[config.mk]
export PLATFORM = sky130hd
export DESIGN_NAME = ppt_mul
export DESIGN_NICKNAME = d
export VERILOG_FILES = /design/src/rtl/ppt_mul.sv
export SDC_FILE = /design/constraint.sdc
export NUM_CORES = 1
export LEC_CHECK = 0
export BUFFER_PORTS_ARGS = -buffer_cell sky130_fd_sc_hd__buf_2
export CAP_MARGIN = 20
export CORE_AREA = 2 2 289 177
export CTS_BUF_LIST = sky130_fd_sc_hd__clkbuf_8
export CTS_CLUSTER_DIAMETER = 50
export DETAILED_ROUTE_END_ITERATION = 16
export DIE_AREA = 0 0 291 179
export GPL_ROUTABILITY_DRIVEN = 1
export PLACE_DENSITY = 0.79
export RECOVER_POWER = 50
export SYNTH_ARGS = -nofsm -noshare
export SYNTH_HDL_FRONTEND = slang
export SYNTH_SLANG_ARGS = --single-unit
export TNS_END_PERCENT = 100
[constraint.sdc]
create_clock -name clk -period 8.6 [get_ports clk]
set_input_delay 0.86 -clock clk [delete_from_list [all_inputs] [get_ports clk]]
set_output_delay 0.86 -clock clk [all_outputs]
set_load 0.02 [all_outputs]
[src/rtl/ppt_mul.sv]
module ppt_mul #(
  parameter int AW = 32,
  parameter int W  = 148
) (
  input  logic                clk,
  input  logic                rst_n,
  input  logic                start,
  input  logic signed [AW-1:0] a,
  input  logic signed [W-1:0]  b,
  output logic                done,
  output logic signed [W-1:0]  prod
);
  localparam int CW_ = (AW > 1) ? $clog2(AW) : 1;
  localparam logic [CW_-1:0] LAST = CW_'(AW - 1);

  logic [AW-1:0]       ma_r;
  logic [W-1:0]        mb_r;
  logic [W-1:0]        prod_r;
  logic [CW_-1:0]      cnt_r;
  logic                busy_r;
  logic                done_r;

  always_ff @(posedge clk) begin
    if (!rst_n) begin
      busy_r <= 1'b0;
      done_r <= 1'b0;
      cnt_r  <= '0;
    end else begin
      done_r <= 1'b0;
      if (start) begin
        busy_r <= 1'b1;
        cnt_r  <= '0;
        ma_r   <= a[AW-1] ? (AW'(0) - a) : a;
        mb_r   <= a[AW-1] ? (W'(0) - b) : b;
        prod_r <= '0;
      end else if (busy_r) begin
        if (ma_r[0]) prod_r <= prod_r + mb_r;
        ma_r <= ma_r >> 1;
        mb_r <= mb_r << 1;
        cnt_r <= cnt_r + CW_'(1);
        if (cnt_r == LAST) begin
          busy_r <= 1'b0;
          done_r <= 1'b1;
        end
      end
    end
  end

  assign done = done_r;
  assign prod = prod_r;

  a_start_idle: assert property (@(posedge clk) disable iff (!rst_n) start |-> !busy_r)
    else $error("multiply started while busy");
  a_done_end: assert property (@(posedge clk) disable iff (!rst_n)
    (busy_r && !start && cnt_r == LAST) |=> (done_r && !busy_r))
    else $error("multiply did not finish");
  a_done_one: assert property (@(posedge clk) disable iff (!rst_n) done_r |-> !busy_r)
    else $error("done while busy");
endmodule

# == Yosys cells after proc, flatten, opt, wreduce, memory -nomap -nowiden ==
# Index checks and enable logic that the tools add are counted.
# totals
regBits,335
in_bits,183
out_inout_bits,149
wordCells,31
# classes
n_reduce_logical,6
n_mux,12
n_bitwise,2
n_addsub,4
eq_ne,1
# ops
op,n
$mux 148,5
$add 148x148->148,1
$sub 1x148->148 const A,1
$mux 32,3
$sub 1x32->32 const A,1
$add 5x1->5 const B,1
$eq 5x5->1 const B,1
$mux 1,4
$reduce_bool 2->1,2
$reduce_and 3->1,1
$reduce_or 3->1,1
$not 1->1,2
$reduce_and 2->1,1
$reduce_or 2->1,1

# == Logic depth before layout (Yosys ltp) ==
# depth
word_depth,4
mapped_depth,13
ltp_nobuf,13

# == Worst setup path after synthesis ==
# No wires, ideal clock.
# synth_path
kind,in2reg
startpoint,input start
endpoint,"register prod_r[0] (netlist: prod[0]), enable pin"
arrival_ns,8.212
n_path_buf,3
cell_stages,5
t_required_ns,7.926
setup_slack_ns,-0.286
path_cell_list,clkbuf_1 clkbuf_1 buf_1 a21oi_1 nor2b_1
# synth_via
elab_chain_len,2
elab_cells_between_ends,3
cone_classes,3 x reduce/logical
# synth_lines
item,line_no,source
"start, declared",7,"input logic start,"
$reduce_bool 2->1 (no line),n/a,
$reduce_and 3->1 (no line) (*),n/a,
"end signal, assigned",37,if (ma_r[0]) prod_r <= prod_r + mb_r;
"end, declared",18,logic [W-1:0] prod_r;
# Every way passes the cells marked *; elsewhere a longest branch is shown, timed or not.
# A chain may end at the register's enable or synchronous reset.

==> run_results.csv <==
group,metric,value,unit
synthesis,yosys_warnings,0,
synthesis,synth_area,0.0269,mm²
grt,grt_pass1_vias,23200,
critical_path,cp_slowest_cell,"clkbuf_1",
synthesis,async_reset_ff_share,0,%
layout,drive_above_1_share,10.2,%
critical_path,reg2reg_from,"prod[0]$_SDFFCE_PP0P_",
critical_path,critPathCapture,"prod[115]$_SDFFCE_PP0P_",
critical_path,rr_worst_depth,14,
grt,grt_max_degree,263,
critical_path,rrSetupSlack,3.16,ns
synthesis,syn_inst,3162,
floorplanning,rows,64,
clocking,cts_resized,0,
route,via_per_inst,6.44,
route,antenna_left,0,
floorplanning,die_area,0.0521,mm²
place,gp_congestion,1.08,
route,wl_met2,37.4,mm
clocking,path_clk_slew,0.07,ns
route,dr_total_vias,26600,
critical_path,timing.rr.end,"prod[140]$_SDFFCE_PP0P_",
grt,grt_pass1_wl,144,mm
place,dp_hpwl,77.3,mm
grt,grt_antenna_before_repair,26,
power_and_ir_drop,vdd_ir_drop_max,0.168,mV
synthesis,yosysSeqAreaShare,37.1,%
route,firstDrtPassIters,6,
synthesis,yosysTopAreaCellShare,36.6,%
critical_path,max_stage_delay,2.80,ns
route,drtIter0Drc,4278,
clocking,clock_latency,0.65,ns
grt,grt_usage,36.5,%
power_and_ir_drop,p_leak,11.0,nW
synthesis,ys_ff_latch,335,
route,drc,0,
clocking,post_cts_buffers,0,
floorplanning,initial_utilization,53.9,%
clocking,cts.htree.levels,2,
route,m1WireLength,42.9,mm
floorplanning,die_w,291,µm
clocking,clock_path_buffers,3,
sta,max-slew-margin-rel,-169,%
sta,finalCritPeriodShare,65.6,%
layout,fill_cells,4577,
synthesis,ys_top_cells_by_area,"edfxtp_1 37%, a21oi_1 7.8%, ha_1 7.0%",
run_status,violations,"capacitance limit, slew limit",
sta,fin_setup_tns,0,ns
synthesis,synthDistinctLibCells,78,
hold_path,hold_path_class,"flip-flop to flip-flop",
power_and_ir_drop,power_density,187,mW/mm²
floorplanning,die_h,179,µm
layout,synthToLayoutAreaGrowth,11.2,%
critical_path,required,8.96,ns
floorplanning,ios,332,
sta,setup_violations,0,
synthesis,synth_top_flop_cell,"edfxtp_1",
critical_path,crit_start,"start",
route,drt_wl_total,98.4,mm
clocking,cts_tree,"done",
clocking,cts.sinks,335,
sta,period_minus_slack,5.64,ns
critical_path,critPathKind,"input pin to flip-flop",
sta,timing.hold.ws,0.504,ns
sta,tightest_slew,4.04,ns
sta,rsz0062_at_grt,"no",
clocking,ctsHoldBuffers,0,
sta,finalHoldViolCount,0,
clocking,cts_root_buf,"clkbuf_8",
critical_path,cp-start-kind,"input pin",
run_status,outcome,"finished with violations",
job,maxCapViolations,1,
critical_path,cp_max_fo,72,
grt,grt_overflow,0,
sta,fin_skew,0.0247,ns
synthesis,synthesis.nets,3497,
layout,fin_nets,3737,
route,met3WireLength,15.0,mm
synthesis,synth_top_area_cell,"edfxtp_1",
floorplanning,fp.coreArea,0.0499,mm²
critical_path,critical_path_arrival,6.00,ns
synthesis,synth_edf_count,328,
sta,report.final.slew_viol_count,72,
clocking,numCtsBuffers,55,
synthesis,avgSynthCellArea,8.51,µm²
critical_path,cp_cell_sequence,"clkbuf_1 > inv_1 > and3_1 > mux2i_1 > o311ai_0",
sta,fmax,177,MHz
route,top_layer,"met5",
place,io_buffer_count,331,
route,post_drt_wl_per_cell,23.8,µm
critical_path,crit_path_end_kind,"flip-flop",
synthesized netlist by cell type, drive strengths merged, types with 4 or more instances:
cell type / instances
nor2: 498
a21oi: 421
edfxtp: 328
nand2: 273
xor2: 205
o21ai: 196
clkbuf: 156
ha: 151
xnor2: 96
nand4: 84
o31ai: 69
nor3: 68
inv: 59
nand3: 48
a21o: 45
o21bai: 45
or3: 43
mux2: 39
nor4: 31
or4: 31
o41ai: 30
o21a: 28
nor2b: 25
or2: 20
a31oi: 16
nand2b: 16
a21boi: 12
a211oi: 11
o211ai: 11
a221oi: 9
and2: 9
o221ai: 8
and3: 7
dfxtp: 7
and4: 6
a41oi: 5
buf: 5
mux2i: 5
nor3b: 5
o31a: 4
worst max-delay path: cells and delay by family:
family,cells,cell delay [ns]
AND/OR/NAND/NOR,1,0.55
buffers and inverters,2,4.30
AO/OA/AOI/OAI,1,0.15
multiplexers,1,0.12
report_power, final:
group / leakage, nW / switching [mW] / internal (mW) / total, mW
Sequential: 3.19 / 0.115 / 2.00 / 2.11
Combinational: 7.24 / 1.30 / 0.657 / 1.96
Clock: 0.620 / 0.725 / 0.790 / 1.51
stage by stage:
stage | util [%] | power (mW) | setup slack, ns | instances | cell area, µm²
after detailed placement | 58.0 | 4.03 | 3.37 | 4005 | 28900
after floorplan | - | 3.41 | 2.59 | 3162 | 26900
final | 59.9 | 5.59 | 2.96 | 4126 | 29900
after global placement | 58.0 | 4.01 | 3.34 | 4004 | 28900
after CTS | 60.2 | 5.54 | 3.54 | 4104 | 30100
after global routing | 59.9 | 5.83 | 2.80 | 4125 | 29900
logic make-up after synthesis:
group	synth area share (%)
simple gates	20.1
compound gates	20.9
flops	37.1
xor+xnor	9.80
buf+inv	3.09
fa+ha+maj	7.10
mux	1.82
routing by layer:
metal / vias up / global-route usage (%)
li1: 12200 / -
met1: 12400 / 55.8
met2: 1759 / 47.0
met3: 188 / 12.0
met4: 10 / 11.9
met5: - / 2.06
sequential cells by signal, indices dropped and copies added, names as in the netlist:
register / cells
cnt_r: 5
prod: 148
mb_r: 148
busy_r: 1
done: 1
ma_r: 32
worst min-delay path by stage:
stage / from / to / depth (start not counted)
after floorplan: cnt_r[4]$_SDFFE_PP0P_ / cnt_r[4]$_SDFFE_PP0P_ / 2
after global placement: cnt_r[4]$_SDFFE_PP0P_ / cnt_r[4]$_SDFFE_PP0P_ / 2
after detailed placement: cnt_r[4]$_SDFFE_PP0P_ / cnt_r[4]$_SDFFE_PP0P_ / 2
after CTS: cnt_r[4]$_SDFFE_PP0P_ / cnt_r[4]$_SDFFE_PP0P_ / 2
after global routing: cnt_r[4]$_SDFFE_PP0P_ / cnt_r[4]$_SDFFE_PP0P_ / 2
final: cnt_r[4]$_SDFFE_PP0P_ / cnt_r[4]$_SDFFE_PP0P_ / 2
layout by cell type (no fill, tap or decap), types with 10 or more instances in the layout:
| cell type | n |
|---|---|
| clkbuf_1 | 150 |
| edfxtp_1 | 328 |
| buf_2 | 180 |
| o21a_1 | 27 |
| nor2b_1 | 24 |
| or2_2 | 18 |
| buf_4 | 12 |
| xnor2_1 | 96 |
| clkinv_1 | 10 |
| o21ai_0 | 192 |
| a211oi_1 | 10 |
| diode_2 | 22 |
| nor3_1 | 67 |
| nand2_1 | 272 |
| inv_1 | 71 |
| nor4_1 | 31 |
| clkbuf_8 | 56 |
| ha_1 | 151 |
| mux2_2 | 39 |
| o41ai_1 | 29 |
| o211ai_1 | 11 |
| clkinv_2 | 10 |
| a21oi_1 | 418 |
| or4_1 | 28 |
| nand2b_1 | 16 |
| a21o_1 | 45 |
| a21boi_0 | 11 |
| o31ai_1 | 67 |
| xor2_1 | 205 |
| nor2_1 | 497 |
| a31oi_1 | 16 |
| or3_1 | 43 |
| o21bai_1 | 45 |
| nand4_1 | 84 |
| nand3_1 | 47 |
layout make-up:
type / count / area (µm²) / area share, %
multi-input cells: 2607 / 16100 / 53.8
flip-flops and latches: 335 / 9990 / 33.4
repair buffers: 344 / 1590 / 5.33
well taps: 660 / 826 / 2.76
clock buffers: 56 / 771 / 2.58
clock inverters: 43 / 354 / 1.18
inverters: 59 / 221 / 0.740
diodes: 22 / 55.1 / 0.184
No activity file was read; power rests on OpenSTA's default activity.
